File: config.mk
export PLATFORM = sky130hd
export DESIGN_NAME = http_response_stream_parser_core_flat
export DESIGN_NICKNAME = d
export VERILOG_FILES = /design/src/hdl/hsp_pkg.sv /design/src/hdl/hsp_intf.sv /design/src/hdl/hsp_front.sv /design/src/hdl/hsp_queue.sv /design/src/hdl/hsp_back.sv /design/src/hdl/http_response_stream_parser_core.sv /design/src/flat_wrapper.sv
export SDC_FILE = /design/constraint.sdc
export NUM_CORES = 1
export LEC_CHECK = 0
export BUFFER_PORTS_ARGS = -buffer_cell sky130_fd_sc_hd__buf_2
export CORE_UTILIZATION = 25
export DETAILED_ROUTE_END_ITERATION = 12
export PLACE_DENSITY = 0.4
export SLEW_MARGIN = 10
export SYNTH_ARGS = -nofsm -noshare
export SYNTH_HDL_FRONTEND = slang
export SYNTH_SLANG_ARGS = --single-unit
File: constraint.sdc
create_clock -name clk -period 5.98 [get_ports clk]
set_input_delay 1.196 -clock clk [delete_from_list [all_inputs] [get_ports clk]]
set_output_delay 1.196 -clock clk [all_outputs]
set_load 0.01 [all_outputs]
File: src/hdl/hsp_pkg.sv
// ----------------------------------------------------------------------------
// hsp_pkg: shared types and constants for the HTTP response stream parser
// Holds the item types, result and action codes and the header literal
// tables that drive the name/value matchers.
// ----------------------------------------------------------------------------
`default_nettype none
package hsp_pkg;

  localparam int LENGTH_WIDTH_DEF = 32;
  localparam int QUEUE_DEPTH = 2;

  localparam logic [2:0] RC_NEED_MORE = 3'd0;
  localparam logic [2:0] RC_COMPLETE  = 3'd1;
  localparam logic [2:0] RC_BAD       = 3'd2;
  localparam logic [2:0] RC_VERSION   = 3'd3;
  localparam logic [2:0] RC_TOO_LARGE = 3'd4;
  localparam logic [2:0] RC_SWITCHING = 3'd5;

  localparam logic [1:0] ACT_BYTE    = 2'd0;
  localparam logic [1:0] ACT_CLOSE   = 2'd1;
  localparam logic [1:0] ACT_RESTART = 2'd2;

  // Classified input item as it travels through the queue
  typedef struct packed {
    logic [1:0] action;
    logic [7:0] data_byte;
    logic [7:0] lc;
    logic       is_dig;
    logic [3:0] dval;
    logic       is_hex;
    logic [3:0] hval;
    logic       is_ctl;
    logic       is_tok;
  } hsp_item_t;

  typedef struct packed {
    logic [2:0]  result_code;
    logic        body_valid;
    logic [7:0]  body_byte;
    logic [15:0] status_value;
    logic [7:0]  version_major;
    logic [7:0]  version_minor;
    logic        keep_alive;
    logic [31:0] body_length;
    logic        length_known;
    logic        chunked;
  } hsp_result_t;

  localparam int LIT_BYTES = 17;
  localparam logic [8*LIT_BYTES-1:0] NAME_LIT0 = "content-length";
  localparam logic [8*LIT_BYTES-1:0] NAME_LIT1 = "transfer-encoding";
  localparam logic [8*LIT_BYTES-1:0] NAME_LIT2 = "connection";
  localparam logic [8*LIT_BYTES-1:0] VAL_LIT0  = "chunked";
  localparam logic [8*LIT_BYTES-1:0] VAL_LIT1  = "close";
  localparam logic [8*LIT_BYTES-1:0] VAL_LIT2  = "keep-alive";
  localparam logic [4:0] NAME_LEN0 = 5'd14;
  localparam logic [4:0] NAME_LEN1 = 5'd17;
  localparam logic [4:0] NAME_LEN2 = 5'd10;
  localparam logic [4:0] VAL_LEN0  = 5'd7;
  localparam logic [4:0] VAL_LEN1  = 5'd5;
  localparam logic [4:0] VAL_LEN2  = 5'd10;

  function automatic logic [4:0] lit_len(input logic is_val, input logic [1:0] k);
    logic [4:0] l;
    case (k)
      2'd0:    l = is_val ? VAL_LEN0 : NAME_LEN0;
      2'd1:    l = is_val ? VAL_LEN1 : NAME_LEN1;
      default: l = is_val ? VAL_LEN2 : NAME_LEN2;
    endcase
    return l;
  endfunction

  function automatic logic [7:0] lit_char(input logic is_val, input logic [1:0] k,
                                          input logic [4:0] pos);
    logic [8*LIT_BYTES-1:0] lit;
    logic [8*LIT_BYTES-1:0] sh;
    logic [4:0] l;
    case (k)
      2'd0:    lit = is_val ? VAL_LIT0 : NAME_LIT0;
      2'd1:    lit = is_val ? VAL_LIT1 : NAME_LIT1;
      default: lit = is_val ? VAL_LIT2 : NAME_LIT2;
    endcase
    l = lit_len(is_val, k);
    sh = '0;
    if (pos < l) begin
      sh = lit >> (8 * (int'(l) - 1 - int'(pos)));
    end
    return sh[7:0];
  endfunction

  // One matcher step: drop candidates that miss, advance the saturating position
  function automatic logic [7:0] match_step(input logic [7:0] m, input logic [7:0] c,
                                            input logic is_val);
    logic [4:0] pos;
    logic [2:0] cand;
    pos = m[4:0];
    cand = m[7:5];
    for (int k = 0; k < 3; k++) begin
      if (pos >= lit_len(is_val, 2'(k)) || lit_char(is_val, 2'(k), pos) != c) begin
        cand[k] = 1'b0;
      end
    end
    if (pos != 5'd31) begin
      pos = pos + 5'd1;
    end
    return {cand, pos};
  endfunction

  function automatic logic match_hit(input logic [7:0] m, input logic is_val,
                                     input logic [1:0] k);
    return m[5 + k] && (m[4:0] == lit_len(is_val, k));
  endfunction

endpackage
`default_nettype wire

File: src/hdl/hsp_intf.sv
// ----------------------------------------------------------------------------
// hsp channel interfaces
// Valid/ready channels for input items, results and configuration writes.
// ----------------------------------------------------------------------------
`default_nettype none
interface hsp_in_if;
  logic       valid;
  logic       ready;
  logic [1:0] action;
  logic [7:0] data_byte;
  modport source (output valid, output action, output data_byte, input ready);
  modport sink (input valid, input action, input data_byte, output ready);
endinterface

interface hsp_out_if;
  logic        valid;
  logic        ready;
  logic [2:0]  result_code;
  logic        body_valid;
  logic [7:0]  body_byte;
  logic [15:0] status_value;
  logic [7:0]  version_major;
  logic [7:0]  version_minor;
  logic        keep_alive;
  logic [31:0] body_length;
  logic        length_known;
  logic        chunked;
  modport source (output valid, output result_code, output body_valid, output body_byte,
                  output status_value, output version_major, output version_minor,
                  output keep_alive, output body_length, output length_known,
                  output chunked, input ready);
  modport sink (input valid, input result_code, input body_valid, input body_byte,
                input status_value, input version_major, input version_minor,
                input keep_alive, input body_length, input length_known,
                input chunked, output ready);
endinterface

interface hsp_cfg_if;
  logic        valid;
  logic        ready;
  logic [31:0] data;
  modport source (output valid, output data, input ready);
  modport sink (input valid, input data, output ready);
endinterface
`default_nettype wire

File: src/hdl/hsp_front.sv
// ----------------------------------------------------------------------------
// hsp_front: input classifier
// Classifies each received octet and pushes the tagged item into the queue.
// ----------------------------------------------------------------------------
`default_nettype none
module hsp_front (
  input  wire logic              in_valid,
  output logic                   in_ready,
  input  wire logic [1:0]        in_action,
  input  wire logic [7:0]        in_data_byte,
  input  wire logic              q_full,
  output logic                   push,
  output hsp_pkg::hsp_item_t     push_item
);
  import hsp_pkg::*;

  logic [7:0] c;
  logic       special;

  assign c = in_data_byte;

  always_comb begin
    case (c)
      "(", ")", "<", ">", "@", ",", ";", ":", "\\", "\"", "/", "[", "]", "?", "=",
      "{", "}", " ", 8'h09: special = 1'b1;
      default: special = 1'b0;
    endcase
  end

  always_comb begin
    push_item.action    = in_action;
    push_item.data_byte = c;
    push_item.lc        = (c >= "A" && c <= "Z") ? c + 8'd32 : c;
    push_item.is_dig    = (c >= "0" && c <= "9");
    push_item.dval      = 4'(c - "0");
    push_item.is_ctl    = (c <= 8'd31) || (c == 8'd127);
    push_item.is_tok    = (c <= 8'd127) && !push_item.is_ctl && !special;
    push_item.is_hex    = 1'b0;
    push_item.hval      = 4'd0;
    if (push_item.is_dig) begin
      push_item.is_hex = 1'b1;
      push_item.hval   = push_item.dval;
    end else if (push_item.lc >= "a" && push_item.lc <= "f") begin
      push_item.is_hex = 1'b1;
      push_item.hval   = 4'(push_item.lc - "a" + 8'd10);
    end
  end

  assign in_ready = !q_full;
  assign push     = in_valid && !q_full;

endmodule
`default_nettype wire

File: src/hdl/hsp_queue.sv
// ----------------------------------------------------------------------------
// hsp_queue: short item queue
// Decouples the classifier from the parser so each side stalls on its own.
// ----------------------------------------------------------------------------
`default_nettype none
module hsp_queue (
  input  wire logic               clk,
  input  wire logic               rst_n,
  input  wire logic               push,
  input  hsp_pkg::hsp_item_t      push_item,
  output logic                    full,
  input  wire logic               pop,
  output logic                    head_valid,
  output hsp_pkg::hsp_item_t      head_item
);
  import hsp_pkg::*;

  localparam int PW = (QUEUE_DEPTH > 1) ? $clog2(QUEUE_DEPTH) : 1;
  localparam int CW = $clog2(QUEUE_DEPTH + 1);

  hsp_item_t       mem_r [QUEUE_DEPTH];
  logic [PW-1:0]   wr_r, wr_nxt, rd_r, rd_nxt;
  logic [CW-1:0]   cnt_r, cnt_nxt;

  assign full       = (cnt_r == CW'(QUEUE_DEPTH));
  assign head_valid = (cnt_r != '0);
  assign head_item  = mem_r[rd_r];

  function automatic logic [PW-1:0] bump(input logic [PW-1:0] p);
    return (p == PW'(QUEUE_DEPTH - 1)) ? '0 : p + PW'(1);
  endfunction

  always_comb begin
    wr_nxt  = push ? bump(wr_r) : wr_r;
    rd_nxt  = pop ? bump(rd_r) : rd_r;
    cnt_nxt = cnt_r + CW'(push) - CW'(pop);
  end

  always_ff @(posedge clk) begin
    if (!rst_n) begin
      wr_r  <= '0;
      rd_r  <= '0;
      cnt_r <= '0;
    end else begin
      wr_r  <= wr_nxt;
      rd_r  <= rd_nxt;
      cnt_r <= cnt_nxt;
    end
  end

  always_ff @(posedge clk) begin
    if (push) begin
      mem_r[wr_r] <= push_item;
    end
  end

endmodule
`default_nettype wire

File: src/hdl/hsp_back.sv
// ----------------------------------------------------------------------------
// hsp_back: response parser engine
// Runs the status line, header and body framing state machine, one item per
// cycle unless an untaken result stalls it; results go to an output register.
// ----------------------------------------------------------------------------
`default_nettype none
module hsp_back #(
  parameter int LENGTH_WIDTH = hsp_pkg::LENGTH_WIDTH_DEF
) (
  input  wire logic              clk,
  input  wire logic              rst_n,
  input  wire logic [31:0]       max_body,
  input  wire logic              head_valid,
  input  hsp_pkg::hsp_item_t     head_item,
  output logic                   pop,
  output logic                   res_valid,
  input  wire logic              res_ready,
  output hsp_pkg::hsp_result_t   res
);
  import hsp_pkg::*;

  localparam int W  = LENGTH_WIDTH;
  localparam int CW = (W > 32) ? W : 32;

  localparam logic [4:0] S_H = 5'd0, S_T1 = 5'd1, S_T2 = 5'd2, S_P = 5'd3, S_SLASH = 5'd4,
    S_MAJ0 = 5'd5, S_MAJ = 5'd6, S_MIN0 = 5'd7, S_MIN = 5'd8, S_ST0 = 5'd9, S_ST = 5'd10,
    S_MSG = 5'd11, S_NL1 = 5'd12, S_HSTART = 5'd13, S_LWS = 5'd14, S_HNAME = 5'd15,
    S_SPACE = 5'd16, S_HVAL = 5'd17, S_NL2 = 5'd18, S_NL3 = 5'd19, S_BODY = 5'd20,
    S_CSIZE = 5'd21, S_CEXT = 5'd22, S_CSNL = 5'd23, S_CDATA = 5'd24, S_CDCR = 5'd25,
    S_CDNL = 5'd26, S_TSTART = 5'd27, S_TLINE = 5'd28, S_TLNL = 5'd29, S_TENDNL = 5'd30,
    S_DONE = 5'd31;
  localparam logic [7:0] MATCH_INIT = 8'hE0;

  logic [4:0]   st_r, st_nxt;
  logic [7:0]   maj_r, maj_nxt, min_r, min_nxt;
  logic [15:0]  stat_r, stat_nxt;
  logic [W-1:0] len_r, len_nxt, vnum_r, vnum_nxt, cleft_r, cleft_nxt;
  logic [31:0]  bcnt_r, bcnt_nxt;
  logic         hdr_r, hdr_nxt, nbad_r, nbad_nxt, ndig_r, ndig_nxt, chk_r, chk_nxt;
  logic         keep_r, keep_nxt, lenk_r, lenk_nxt, cdig_r, cdig_nxt;
  logic [7:0]   nm_r, nm_nxt, vm_r, vm_nxt;
  logic [2:0]   held_r, held_nxt;
  logic         out_v_r;
  hsp_result_t  out_r, out_nxt;

  logic [2:0]   code;
  logic         emit, restart_now;
  logic [7:0]   c, lc;

  // Saturating v*10+d and v*16+d by shift-and-add
  function automatic logic [W-1:0] sat_dec(input logic [W-1:0] v, input logic [3:0] d);
    logic [W+3:0] t;
    t = ({4'd0, v} << 3) + ({4'd0, v} << 1) + (W+4)'(d);
    return (t[W+3:W] != 4'd0) ? '1 : t[W-1:0];
  endfunction

  function automatic logic [W-1:0] sat_hex(input logic [W-1:0] v, input logic [3:0] d);
    return (v[W-1:W-4] != 4'd0) ? '1 : {v[W-5:0], d};
  endfunction

  function automatic logic [7:0] sat8(input logic [7:0] v, input logic [3:0] d);
    logic [11:0] t;
    t = ({4'd0, v} << 3) + ({4'd0, v} << 1) + 12'(d);
    return (t[11:8] != 4'd0) ? 8'hFF : t[7:0];
  endfunction

  function automatic logic [15:0] sat16(input logic [15:0] v, input logic [3:0] d);
    logic [19:0] t;
    t = ({4'd0, v} << 3) + ({4'd0, v} << 1) + 20'(d);
    return (t[19:16] != 4'd0) ? 16'hFFFF : t[15:0];
  endfunction

  assign pop = head_valid && (!out_v_r || res_ready);
  assign c   = head_item.data_byte;
  assign lc  = head_item.lc;

  always_comb begin
    st_nxt = st_r; maj_nxt = maj_r; min_nxt = min_r; stat_nxt = stat_r;
    len_nxt = len_r; vnum_nxt = vnum_r; cleft_nxt = cleft_r; bcnt_nxt = bcnt_r;
    hdr_nxt = hdr_r; nbad_nxt = nbad_r; ndig_nxt = ndig_r; chk_nxt = chk_r;
    keep_nxt = keep_r; lenk_nxt = lenk_r; cdig_nxt = cdig_r;
    nm_nxt = nm_r; vm_nxt = vm_r; held_nxt = held_r;
    code = RC_NEED_MORE; emit = 1'b0; restart_now = 1'b0;

    if (head_item.action == ACT_BYTE) begin
      case (st_r)
        S_H:  if (c != "H") code = RC_BAD; else st_nxt = S_T1;
        S_T1: if (c != "T") code = RC_BAD; else st_nxt = S_T2;
        S_T2: if (c != "T") code = RC_BAD; else st_nxt = S_P;
        S_P:  if (c != "P") code = RC_BAD; else st_nxt = S_SLASH;
        S_SLASH: begin
          if (c != "/") code = RC_BAD;
          else begin
            maj_nxt = 8'd0; min_nxt = 8'd0; st_nxt = S_MAJ0;
          end
        end
        S_MAJ0, S_MAJ: begin
          if (st_r == S_MAJ && c == ".") st_nxt = S_MIN0;
          else if (!head_item.is_dig) code = RC_BAD;
          else begin
            maj_nxt = sat8(maj_r, head_item.dval); st_nxt = S_MAJ;
          end
        end
        S_MIN0, S_MIN: begin
          if (st_r == S_MIN && c == " ") begin
            st_nxt = S_ST0;
            if (maj_r > 8'd1 || (maj_r == 8'd1 && min_r > 8'd1)) code = RC_VERSION;
            else keep_nxt = (maj_r == 8'd1 && min_r > 8'd0);
          end else if (!head_item.is_dig) code = RC_BAD;
          else begin
            min_nxt = sat8(min_r, head_item.dval); st_nxt = S_MIN;
          end
        end
        S_ST0, S_ST: begin
          if (st_r == S_ST && c == " ") st_nxt = S_MSG;
          else if (st_r == S_ST && c == 8'h0D) st_nxt = S_NL1;
          else if (!head_item.is_dig) code = RC_BAD;
          else begin
            stat_nxt = sat16(stat_r, head_item.dval); st_nxt = S_ST;
          end
        end
        S_MSG: begin
          if (c == 8'h0D) st_nxt = S_NL1;
          else if (head_item.is_ctl) code = RC_BAD;
        end
        S_NL1, S_NL2: if (c != 8'h0A) code = RC_BAD; else st_nxt = S_HSTART;
        S_HSTART: begin
          if (c == 8'h0D) st_nxt = S_NL3;
          else if (hdr_r && (c == " " || c == 8'h09)) st_nxt = S_LWS;
          else if (!head_item.is_tok) code = RC_BAD;
          else begin
            hdr_nxt = 1'b1; nbad_nxt = 1'b0; ndig_nxt = 1'b0;
            nm_nxt = match_step(MATCH_INIT, lc, 1'b0);
            vm_nxt = MATCH_INIT; vnum_nxt = '0; st_nxt = S_HNAME;
          end
        end
        S_LWS, S_HVAL: begin
          if (c == 8'h0D) begin
            st_nxt = S_NL2;
            if (st_r == S_HVAL) begin
              // judge the finished value against the matched header name
              if (match_hit(nm_r, 1'b0, 2'd0)) begin
                if (ndig_r && !nbad_r) begin
                  len_nxt = vnum_r; lenk_nxt = 1'b1;
                end
              end else if (match_hit(nm_r, 1'b0, 2'd1)) begin
                if (match_hit(vm_r, 1'b1, 2'd0)) chk_nxt = 1'b1;
              end else if (match_hit(nm_r, 1'b0, 2'd2)) begin
                if (match_hit(vm_r, 1'b1, 2'd1)) keep_nxt = 1'b0;
                else if (match_hit(vm_r, 1'b1, 2'd2)) keep_nxt = 1'b1;
              end
            end
          end else if (st_r == S_LWS && (c == " " || c == 8'h09)) begin
            st_nxt = S_LWS;
          end else if (head_item.is_ctl) code = RC_BAD;
          else begin
            vm_nxt = match_step(vm_r, lc, 1'b1);
            if (head_item.is_dig) begin
              vnum_nxt = sat_dec(vnum_r, head_item.dval); ndig_nxt = 1'b1;
            end else nbad_nxt = 1'b1;
            st_nxt = S_HVAL;
          end
        end
        S_HNAME: begin
          if (c == ":") st_nxt = S_SPACE;
          else if (!head_item.is_tok) code = RC_BAD;
          else nm_nxt = match_step(nm_r, lc, 1'b0);
        end
        S_SPACE: begin
          if (c == " ") st_nxt = S_HVAL;
          else if (c == 8'h0D) st_nxt = S_NL2;
          else code = RC_BAD;
        end
        S_NL3: begin
          if (c != 8'h0A) code = RC_BAD;
          else if (stat_r == 16'd101) code = RC_SWITCHING;
          else if (stat_r >= 16'd100 && stat_r < 16'd200) restart_now = 1'b1;
          else begin
            bcnt_nxt = 32'd0;
            if (stat_r == 16'd204 || stat_r == 16'd304) code = RC_COMPLETE;
            else if (chk_r) begin
              cleft_nxt = '0; cdig_nxt = 1'b0; st_nxt = S_CSIZE;
            end else if (lenk_r && len_r == '0) code = RC_COMPLETE;
            else st_nxt = S_BODY;
          end
        end
        S_BODY, S_CDATA: begin
          if (bcnt_r >= max_body) code = RC_TOO_LARGE;
          else begin
            bcnt_nxt = bcnt_r + 32'd1;
            emit = 1'b1;
            if (st_r == S_BODY) begin
              if (lenk_r && CW'(bcnt_nxt) >= CW'(len_r)) code = RC_COMPLETE;
            end else begin
              cleft_nxt = cleft_r - W'(1);
              if (cleft_nxt == '0) st_nxt = S_CDCR;
            end
          end
        end
        S_CSIZE: begin
          if (head_item.is_hex) begin
            cdig_nxt = 1'b1; cleft_nxt = sat_hex(cleft_r, head_item.hval);
          end else if ((c == ";" || c == 8'h0D) && cdig_r) begin
            st_nxt = (c == ";") ? S_CEXT : S_CSNL;
          end else code = RC_BAD;
        end
        S_CEXT: if (c == 8'h0D) st_nxt = S_CSNL;
        S_CSNL: begin
          if (c != 8'h0A) code = RC_BAD;
          else st_nxt = (cleft_r == '0) ? S_TSTART : S_CDATA;
        end
        S_CDCR: if (c != 8'h0D) code = RC_BAD; else st_nxt = S_CDNL;
        S_CDNL: begin
          if (c != 8'h0A) code = RC_BAD;
          else begin
            cleft_nxt = '0; cdig_nxt = 1'b0; st_nxt = S_CSIZE;
          end
        end
        S_TSTART: st_nxt = (c == 8'h0D) ? S_TENDNL : S_TLINE;
        S_TLINE:  if (c == 8'h0D) st_nxt = S_TLNL;
        S_TLNL:   if (c != 8'h0A) code = RC_BAD; else st_nxt = S_TSTART;
        S_TENDNL: code = (c != 8'h0A) ? RC_BAD : RC_COMPLETE;
        default:  code = held_r;
      endcase
    end else if (head_item.action == ACT_CLOSE) begin
      if (st_r == S_DONE) code = held_r;
      else if (st_r == S_BODY && !lenk_r) begin
        keep_nxt = 1'b0; code = RC_COMPLETE;
      end else code = RC_BAD;
    end else if (head_item.action == ACT_RESTART) begin
      restart_now = 1'b1;
    end

    // enter the terminal state on any final result
    if (st_r != S_DONE && code != RC_NEED_MORE) begin
      held_nxt = code; st_nxt = S_DONE;
    end

    if (restart_now) begin
      st_nxt = S_H; maj_nxt = '0; min_nxt = '0; stat_nxt = '0; len_nxt = '0;
      bcnt_nxt = '0; cleft_nxt = '0; hdr_nxt = 1'b0; nbad_nxt = 1'b0; ndig_nxt = 1'b0;
      chk_nxt = 1'b0; keep_nxt = 1'b0; lenk_nxt = 1'b0; cdig_nxt = 1'b0;
      nm_nxt = MATCH_INIT; vm_nxt = MATCH_INIT; vnum_nxt = '0; held_nxt = RC_NEED_MORE;
    end

    out_nxt.result_code   = code;
    out_nxt.body_valid    = emit;
    out_nxt.body_byte     = emit ? c : 8'd0;
    out_nxt.status_value  = stat_nxt;
    out_nxt.version_major = maj_nxt;
    out_nxt.version_minor = min_nxt;
    out_nxt.keep_alive    = keep_nxt;
    out_nxt.body_length   = 32'(len_nxt);
    out_nxt.length_known  = lenk_nxt;
    out_nxt.chunked       = chk_nxt;
  end

  always_ff @(posedge clk) begin
    if (!rst_n) begin
      st_r <= S_H; maj_r <= '0; min_r <= '0; stat_r <= '0; len_r <= '0;
      bcnt_r <= '0; cleft_r <= '0; hdr_r <= 1'b0; nbad_r <= 1'b0; ndig_r <= 1'b0;
      chk_r <= 1'b0; keep_r <= 1'b0; lenk_r <= 1'b0; cdig_r <= 1'b0;
      nm_r <= MATCH_INIT; vm_r <= MATCH_INIT; vnum_r <= '0; held_r <= RC_NEED_MORE;
      out_v_r <= 1'b0;
    end else begin
      if (pop) begin
        st_r <= st_nxt; maj_r <= maj_nxt; min_r <= min_nxt; stat_r <= stat_nxt;
        len_r <= len_nxt; bcnt_r <= bcnt_nxt; cleft_r <= cleft_nxt;
        hdr_r <= hdr_nxt; nbad_r <= nbad_nxt; ndig_r <= ndig_nxt; chk_r <= chk_nxt;
        keep_r <= keep_nxt; lenk_r <= lenk_nxt; cdig_r <= cdig_nxt;
        nm_r <= nm_nxt; vm_r <= vm_nxt; vnum_r <= vnum_nxt; held_r <= held_nxt;
      end
      if (pop) out_v_r <= 1'b1;
      else if (res_ready) out_v_r <= 1'b0;
    end
  end

  always_ff @(posedge clk) begin
    if (pop) out_r <= out_nxt;
  end

  assign res_valid = out_v_r;
  assign res       = out_r;

endmodule
`default_nettype wire

File: src/hdl/http_response_stream_parser_core.sv
// ----------------------------------------------------------------------------
// http_response_stream_parser_core: HTTP/1.x response stream parser
// Parses a response octet by octet and frames its body.
// ----------------------------------------------------------------------------
// Usage:
//   in_ch carries one action per transfer: a received octet, a peer close or a
//   parser restart. out_ch returns exactly one result per input transfer, in
//   order: result code, an optional body octet and the parsed status, version,
//   keep-alive and framing fields as they stand after that input.
//   cfg_ch writes max_body_size; write it only while the block is idle.
//   An input item is stored in the queue and its result in the result register
//   before out_ch presents it.
//   Throughput: one item per cycle while out_ch.ready keeps the result
//   register free; the parser state is updated once per item and a two-entry
//   queue sits between the classifier and the parser.
//   Reset (rst_n low, synchronous) returns the parser to the start of a status
//   line and max_body_size to all ones. A restart action clears the parser
//   but keeps max_body_size.
//   A stalled receiver holds the result register; the queue then fills and
//   in_ch.ready drops after two more transfers.
// ----------------------------------------------------------------------------
`default_nettype none
module http_response_stream_parser_core #(
  parameter int LENGTH_WIDTH = hsp_pkg::LENGTH_WIDTH_DEF
) (
  input  wire logic  clk,
  input  wire logic  rst_n,
  hsp_in_if.sink     in_ch,
  hsp_out_if.source  out_ch,
  hsp_cfg_if.sink    cfg_ch
);
  import hsp_pkg::*;

  logic [31:0] max_body_r;
  logic        q_full, push, head_valid, pop;
  hsp_item_t   push_item, head_item;
  hsp_result_t res;

  // Hold the body size limit; configuration is always taken
  assign cfg_ch.ready = 1'b1;

  always_ff @(posedge clk) begin
    if (!rst_n) begin
      max_body_r <= '1;
    end else if (cfg_ch.valid) begin
      max_body_r <= cfg_ch.data;
    end
  end

  // Classify and queue incoming transfers
  hsp_front u_front (
    .in_valid     (in_ch.valid),
    .in_ready     (in_ch.ready),
    .in_action    (in_ch.action),
    .in_data_byte (in_ch.data_byte),
    .q_full       (q_full),
    .push         (push),
    .push_item    (push_item)
  );

  hsp_queue u_queue (
    .clk        (clk),
    .rst_n      (rst_n),
    .push       (push),
    .push_item  (push_item),
    .full       (q_full),
    .pop        (pop),
    .head_valid (head_valid),
    .head_item  (head_item)
  );

  // Advance the parser and register one result per item
  hsp_back #(.LENGTH_WIDTH(LENGTH_WIDTH)) u_back (
    .clk        (clk),
    .rst_n      (rst_n),
    .max_body   (max_body_r),
    .head_valid (head_valid),
    .head_item  (head_item),
    .pop        (pop),
    .res_valid  (out_ch.valid),
    .res_ready  (out_ch.ready),
    .res        (res)
  );

  assign out_ch.result_code   = res.result_code;
  assign out_ch.body_valid    = res.body_valid;
  assign out_ch.body_byte     = res.body_byte;
  assign out_ch.status_value  = res.status_value;
  assign out_ch.version_major = res.version_major;
  assign out_ch.version_minor = res.version_minor;
  assign out_ch.keep_alive    = res.keep_alive;
  assign out_ch.body_length   = res.body_length;
  assign out_ch.length_known  = res.length_known;
  assign out_ch.chunked       = res.chunked;

  // The last octet of a length-delimited body carries complete with it
`ifndef SYNTHESIS
  a_body_needs_more: assert property (@(posedge clk) disable iff (!rst_n)
    out_ch.valid && out_ch.body_valid |->
      (out_ch.result_code == RC_NEED_MORE || out_ch.result_code == RC_COMPLETE))
    else $error("body octet carried with a failing result");
  a_body_zero: assert property (@(posedge clk) disable iff (!rst_n)
    out_ch.valid && !out_ch.body_valid |-> out_ch.body_byte == 8'd0)
    else $error("body byte nonzero without body octet");
  a_full_blocks: assert property (@(posedge clk) disable iff (!rst_n)
    q_full |-> !in_ch.ready)
    else $error("input taken while queue full");
  a_reset_idle: assert property (@(posedge clk)
    !rst_n |=> !out_ch.valid)
    else $error("result shown right after reset");
`endif

endmodule
`default_nettype wire

File: src/flat_wrapper.sv
// flat-port wrapper written by rule: the top's interface ports become plain ports
module http_response_stream_parser_core_flat import hsp_pkg::*;
#(
  parameter int LENGTH_WIDTH = hsp_pkg::LENGTH_WIDTH_DEF
)
  (clk, rst_n, in_ch_valid, in_ch_action, in_ch_data_byte, in_ch_ready, out_ch_valid, out_ch_result_code, out_ch_body_valid, out_ch_body_byte, out_ch_status_value, out_ch_version_major, out_ch_version_minor, out_ch_keep_alive, out_ch_body_length, out_ch_length_known, out_ch_chunked, out_ch_ready, cfg_ch_valid, cfg_ch_data, cfg_ch_ready);
  hsp_in_if in_ch_i ();
  hsp_out_if out_ch_i ();
  hsp_cfg_if cfg_ch_i ();
  input  wire logic clk;
  input  wire logic rst_n;
  input wire logic [$bits(in_ch_i.valid)-1:0] in_ch_valid;
  input wire logic [$bits(in_ch_i.action)-1:0] in_ch_action;
  input wire logic [$bits(in_ch_i.data_byte)-1:0] in_ch_data_byte;
  output wire logic [$bits(in_ch_i.ready)-1:0] in_ch_ready;
  output wire logic [$bits(out_ch_i.valid)-1:0] out_ch_valid;
  output wire logic [$bits(out_ch_i.result_code)-1:0] out_ch_result_code;
  output wire logic [$bits(out_ch_i.body_valid)-1:0] out_ch_body_valid;
  output wire logic [$bits(out_ch_i.body_byte)-1:0] out_ch_body_byte;
  output wire logic [$bits(out_ch_i.status_value)-1:0] out_ch_status_value;
  output wire logic [$bits(out_ch_i.version_major)-1:0] out_ch_version_major;
  output wire logic [$bits(out_ch_i.version_minor)-1:0] out_ch_version_minor;
  output wire logic [$bits(out_ch_i.keep_alive)-1:0] out_ch_keep_alive;
  output wire logic [$bits(out_ch_i.body_length)-1:0] out_ch_body_length;
  output wire logic [$bits(out_ch_i.length_known)-1:0] out_ch_length_known;
  output wire logic [$bits(out_ch_i.chunked)-1:0] out_ch_chunked;
  input wire logic [$bits(out_ch_i.ready)-1:0] out_ch_ready;
  input wire logic [$bits(cfg_ch_i.valid)-1:0] cfg_ch_valid;
  input wire logic [$bits(cfg_ch_i.data)-1:0] cfg_ch_data;
  output wire logic [$bits(cfg_ch_i.ready)-1:0] cfg_ch_ready;
  assign in_ch_i.valid = in_ch_valid;
  assign in_ch_i.action = in_ch_action;
  assign in_ch_i.data_byte = in_ch_data_byte;
  assign in_ch_ready = in_ch_i.ready;
  assign out_ch_valid = out_ch_i.valid;
  assign out_ch_result_code = out_ch_i.result_code;
  assign out_ch_body_valid = out_ch_i.body_valid;
  assign out_ch_body_byte = out_ch_i.body_byte;
  assign out_ch_status_value = out_ch_i.status_value;
  assign out_ch_version_major = out_ch_i.version_major;
  assign out_ch_version_minor = out_ch_i.version_minor;
  assign out_ch_keep_alive = out_ch_i.keep_alive;
  assign out_ch_body_length = out_ch_i.body_length;
  assign out_ch_length_known = out_ch_i.length_known;
  assign out_ch_chunked = out_ch_i.chunked;
  assign out_ch_i.ready = out_ch_ready;
  assign cfg_ch_i.valid = cfg_ch_valid;
  assign cfg_ch_i.data = cfg_ch_data;
  assign cfg_ch_ready = cfg_ch_i.ready;
  http_response_stream_parser_core #(.LENGTH_WIDTH(LENGTH_WIDTH)) u_core (.clk(clk), .rst_n(rst_n), .in_ch(in_ch_i), .out_ch(out_ch_i), .cfg_ch(cfg_ch_i));
endmodule
# == Word level (Yosys, flattened, before mapping) ==
# Memory sizes are Yosys's and may differ from the RTL's. A register that Yosys moved wholly into a read port is not among the register bits.
# Index checks and enable logic that the tools add are counted.
# totals
romBits,0
out_inout_bits,82
ram_bits,60
n_memories,1
latch_bits,0
ff_bits,307
in_bits,47
wordCells,788
# op_classes
div_mod_pow,0
n_lt_le_gt_ge,33
mul,0
bitwise,0
reduce_logical,99
addsub,35
muxes,425
shift,9
n_eq_ne,147
# memory_table
memory,words,width,rd,rd_clocked_by_memory_dff,write_ports,line_no,source
u_core.u_queue.mem_r,2,30,1,1,1,hsp_queue.sv:21,hsp_item_t mem_r [QUEUE_DEPTH];
# ops
cell,count
136-bit two-way mux,39
136-bit by 32-bit >> shifter with 8-bit output,9
32-bit two-way mux,35
8-bit two-way mux,79
5-bit two-way mux,122
8-bit by 6-bit == test with 1-bit output (second input constant),16
32-bit case mux with 2 select lines,2
32-bit case mux with 4 select lines,1
5-bit case mux with 24 select lines,1
16-bit two-way mux,7
32-bit zero test,3
1-bit two-way mux,94
4-bit inequality test (second input constant),23
5-bit == test (second input constant),16
3-bit inequality test (second input constant),26
8-bit inequality test,9
10-bit AND reduction,7
32-bit greater-or-equal comparator,2
8-bit case mux with 2 select lines,4
3-bit case mux with 19 select lines,1
8-bit by 7-bit == test with 1-bit output (second input constant),7
5-bit by 1-bit subtractor with 6-bit output (second input constant),9
2-bit two-way mux,25
6-bit by 6-bit subtractor with 7-bit output,6
other kinds (69),205

# == Longest topological paths before layout ==
# logic_depth
ltp_word,51
mapped_depth,21
ltp_nobuf,19

# == By module ==
# Synthesis repeated with hierarchy kept, for this count alone.
# unflattened
hier_cells,3072
hier_area_um2,26186.4
# modules_own_cells
module,cells_each,instances,seq_area_each_um2,area_each_um2
hsp_back,2761,1,6216.0,21878.5
hsp_queue,114,1,1901.8,2513.7
http_response_stream_parser_core,105,1,640.6,1159.9
hsp_front,92,1,0.0,634.4

# == Worst setup path after synthesis ==
# Ideal clock, no wire load.
# synth_path
path_kind,in2reg
start,input out_ch_ready
end,register u_core.u_queue.cnt_r[1]
n_path_buf,2
path_stages,11
required_time_ns,5.865
arrival_ns,5.241
setup_time_ns,0.115
path_slack_ns,0.624
path_cell_list,nor2b_1 > or2_2 > clkbuf_1 > inv_1 > clkbuf_1 > ha_1 > inv_1 > ha_1 > xnor2_1 > xnor2_1 > and2_1
# synth_via
elab_chain_len,3
# synth_lines
item,line_no,source
from (decl),flat_wrapper.sv:27,input wire logic [$bits(out_ch_i.ready)-1:0] out_ch_ready;
1-bit logical OR,hsp_back.sv:73,assign pop = head_valid && (!out_v_r || res_ready);
1-bit logical AND,hsp_back.sv:73,
net u_core.pop,http_response_stream_parser_core.sv:35,"logic q_full, push, head_valid, pop;"
2-bit by 1-bit subtractor with 2-bit output,hsp_queue.sv:36,cnt_nxt = cnt_r + CW'(push) - CW'(pop);
to (signal assigned),hsp_queue.sv:47,cnt_r <= cnt_nxt;
to (decl),hsp_queue.sv:23,"logic [CW-1:0] cnt_r, cnt_nxt;"
# The timed path passes the listed nets, and every way through them passes these cells.
# A chain may end at the register's enable or synchronous reset.

==> summary.txt <==
==================================================================================
Result of the run ...................................................    completed
TritonCTS clock tree ................................................        built
Detailed-route wire length ..........................................     86100 µm
Type of the worst min-delay path ....................................      reg2reg
Cell family contributing the most delay on the critical path ........ compound AO/OA/AOI/OAI gates
Critical Path End Type ..............................................    flip-flop
Skew final ..........................................................      17.5 ps
Starting density of the core ........................................        0.252
Crit path DAT .......................................................      5700 ps
Buffer levels on the longest clock path .............................            3
R2r worst-path depth ................................................           15
Placeable core region ...............................................    99900 µm²
Cell depth of the worst setup path ..................................           15
Slack of the worst reg-to-reg path ..................................       600 ps
Number of top-level pins ............................................          129
Avg Synthesized Cell Area ...........................................     8.36 µm²
Number of cell rows .................................................          116
Power per Cell Area .................................................   328 nW/µm²
Top library cells by usage in the layout, fill and taps aside ....... sky130_fd_sc_hd__nand2_1, sky130_fd_sc_hd__nor2_1, sky130_fd_sc_hd__dfxtp_1, sky130_fd_sc_hd__o21ai_0, sky130_fd_sc_hd__ha_1
CTS Root Buffer Type ................................................ sky130_fd_sc_hd__clkbuf_16
Cells traversed along the worst timing path ......................... mux2i_1 -> inv_1 -> fa_1 -> fa_1 -> a21o_1 -> a21oi_1 -> o21bai_1 -> a2111oi_1 -> o31ai_1 -> o31ai_1 -> a31o_2 -> nand4_1 -> buf_4 -> nor2_1 -> a211oi_1
Number of enable flip-flop cells after synthesis ....................          121
Global-route wire length before repair ..............................    134000 µm
Largest net degree at the start of global routing ...................           87
Required time of the critical path ..................................      6290 ps
Horiz. Die Dim ......................................................       319 µm
Most common cell after layout, fill and taps aside .................. sky130_fd_sc_hd__nand2_1
Transition time at the pin with the least slew margin ...............      1290 ps
Max Clock Freq ......................................................    0.186 GHz
Count of unresolved DRC violations after routing ....................            0
Via density per instance ............................................         5.11
Clock network latency to the later pin of the worst-skew pair .......       600 ps
Die ar. .............................................................   102000 µm²
Level count of the clock H-tree .....................................            2
Layout Cells excl Fill ..............................................         4394
Normalized max-slew margin ..........................................        0.131
Detail-routed net length per standard cell ..........................      19.6 µm
Hold Path Cell Cnt ..................................................            1
Cell type with the highest aggregate area in the netlist ............ sky130_fd_sc_hd__dfxtp_1
Summed instance area of the synthesized netlist .....................    25200 µm²
Max Transition Viols Final ..........................................            0
Total Routing Usage GR ..............................................        0.165
Global placement routability congestion .............................        0.868
Antenna violations before repair ....................................            0
Half-perimeter wire length after detailed placement .................     62900 µm
Worst flop-to-flop path endpoint .................................... u_core.u_back.res[59]
Setup repair after global routing missed its margin .................        false
Worst Path Buf+Inv ..................................................            2
Leak Pwr ............................................................    0.0114 µW
Count of buffers from port buffering ................................          127
Maximum vdd ir drop .................................................     0.177 mV
Yosys warnings ......................................................            0
Critical path class .................................................      reg2reg
Total number of vias ................................................        22400
Share of the yosys chip area belonging to registers .................        0.327
Fill count ..........................................................        10700
Yosys cell types ....................................................          113
Share of final-layout standard cells stronger than drive strength 1 .        0.110
Kind of launch point of the worst setup path ........................    flip-flop
Post-synth ARST share ...............................................            0
Biggest cell delay along the critical path ..........................       670 ps
Post-CTS Setup Inserts ..............................................            0
Vias in the first global route ......................................        21500
CTS Buf Count .......................................................           46
Endpoint, Worst Hold ................................................ u_core.u_back.vm_r[5]
Synthesis-to-layout area growth .....................................        13.9%
Drt first-iter violations ...........................................         1641
Cell with the biggest individual delay on the critical path ......... sky130_fd_sc_hd__a2111oi_1
Final hold violations ...............................................            0
Accumulated negative setup slack ....................................         0 ps
Area fraction of the dominant cell type after synthesis .............        0.182
Number of register bits inferred by synthesis .......................          350
Smallest hold slack .................................................       478 ps
Final Setup Violations ..............................................            0
Net count, final ....................................................         3329
Final Critical Period ...............................................      5380 ps
Total power consumption of the routed design ........................      9390 µW
Final ANT Viol Nets .................................................            0
Flip-flop cell with the highest count after synthesis ............... sky130_fd_sc_hd__dfxtp_1
Source of the worst hold timing path ................................ u_core.u_back.vm_r[5]
Period utilization ..................................................        0.900
Nets in the synthesized netlist .....................................         3282
Number of clock sinks ...............................................          350
Number of violations of the max-capacitance limit ...................            0
First drt pass iteration count ......................................            6
Largest driver fanout on the critical path ..........................           15
Die outline height ..................................................       319 µm
Overflow left after global routing ..................................            0
Number of cells after detailed placement ............................         4306
Clock transition at path regs .......................................        70 ps
Post-Syn Instances ..................................................         3009
Top cells by area, synth ............................................ sky130_fd_sc_hd__dfxtp_1, sky130_fd_sc_hd__edfxtp_1, sky130_fd_sc_hd__ha_1, sky130_fd_sc_hd__nand2_1, sky130_fd_sc_hd__o21ai_0
==================================================================================
[cells by family after synthesis]
logic type                 after synthesis  synth area share
DFF                                    350             0.327
muxes                                   45            0.0186
and+or+nand+nor                       1067             0.209
buffers and inverters                  299            0.0486
xor gates and xnor gates               117            0.0407
other                                    1          0.000149
adders and majority gates              226             0.115
AOI/OAI and AO/OA                      904             0.241
[flip-flops by register name, summed over array words and instances (netlist names), 16 cells and up, named ones only]
name / cells
u_core.u_queue.mem_r: 42
u_core.u_back.len_r: 32
u_core.u_back.cleft_r: 32
u_core.u_back.vnum_r: 32
u_core.max_body_r: 32
u_core.u_back.stat_r: 16
u_core.u_back.res: 79
u_core.u_back.bcnt_r: 32
[layout make-up]
| cell class | count | area [µm²] | area share |
|---|---|---|---|
| sequential | 350 | 8220 | 0.287 |
| timing repair buffer | 176 | 1010 | 0.0352 |
| clock inverter | 22 | 255 | 0.00891 |
| multi-input combinational | 2360 | 15800 | 0.550 |
| tap | 1298 | 1620 | 0.0567 |
| antenna | 2 | 5.00 | 0.000175 |
| inverter | 122 | 460 | 0.0161 |
| clock buffer | 64 | 1320 | 0.0461 |
[routing by layer]
layer | global-route usage | vias to the layer above | routed length [µm]
li1 | - | 11200 | -
met1 | 0.237 | 10700 | 42900
met2 | 0.259 | 458 | 37900
met3 | 0.0212 | 94 | 3450
met4 | 0.0427 | 0 | 1840
met5 | 0 | - | 0
[worst max-delay path by stage]
stage,endpoint,slack (ps)
floorplan,u_core.u_queue.cnt_r[1],620
global placement,u_core.u_back.res[59],490
detailed placement,u_core.u_back.res[59],420
CTS,u_core.u_back.res[59],400
global route,u_core.u_back.res[56],110
finish,u_core.u_back.res[59],600
[where the power goes]
part,switching [µW],internal [µW],total [µW]
clock,1190,1730,2910
combinational,2220,1120,3340
sequential,253,2880,3130
total,3660,5720,9390
[what timing repair did]
action                                 4_1_cts  5_1_grt
setup endpoints to repair                    0        8
endpoints found under the hold margin        0        0
hold buffers                                 0        0
gates resized for setup                      0        1
[through the flow]
stage          cell area (µm²)  setup WS [ps]  utilization
2_1_floorplan            25200            624            -
3_3_place_gp             27100            492        0.271
3_5_place_dp             27100            420        0.271
4_1_cts                  28600            403        0.287
5_1_grt                  28600            111        0.287
6_report                 28600            598        0.287
[synthesized netlist by cell type, types with 19 or more instances]
cell type	number
sky130_fd_sc_hd__o21a_1	23
sky130_fd_sc_hd__nor2_1	236
sky130_fd_sc_hd__nand2b_1	30
sky130_fd_sc_hd__edfxtp_1	121
sky130_fd_sc_hd__nor2b_1	66
sky130_fd_sc_hd__a21boi_0	40
sky130_fd_sc_hd__a21o_1	50
sky130_fd_sc_hd__buf_2	20
sky130_fd_sc_hd__nor3_1	83
sky130_fd_sc_hd__a211oi_1	33
sky130_fd_sc_hd__nor4_1	33
sky130_fd_sc_hd__a221o_1	22
sky130_fd_sc_hd__xnor2_1	77
sky130_fd_sc_hd__nand3b_1	26
sky130_fd_sc_hd__and3_1	19
sky130_fd_sc_hd__a31oi_1	24
sky130_fd_sc_hd__ha_1	218
sky130_fd_sc_hd__xor2_1	40
sky130_fd_sc_hd__o211ai_1	54
sky130_fd_sc_hd__clkbuf_1	131
sky130_fd_sc_hd__a21oi_1	202
sky130_fd_sc_hd__o21ai_0	219
sky130_fd_sc_hd__nand4_1	28
sky130_fd_sc_hd__nand2_1	355
sky130_fd_sc_hd__a22oi_1	43
sky130_fd_sc_hd__inv_1	117
sky130_fd_sc_hd__nand3_1	67
sky130_fd_sc_hd__mux2i_1	33
sky130_fd_sc_hd__and2_1	22
sky130_fd_sc_hd__dfxtp_1	229
sky130_fd_sc_hd__o22ai_1	19
Power figures use the tool's default switching activity.
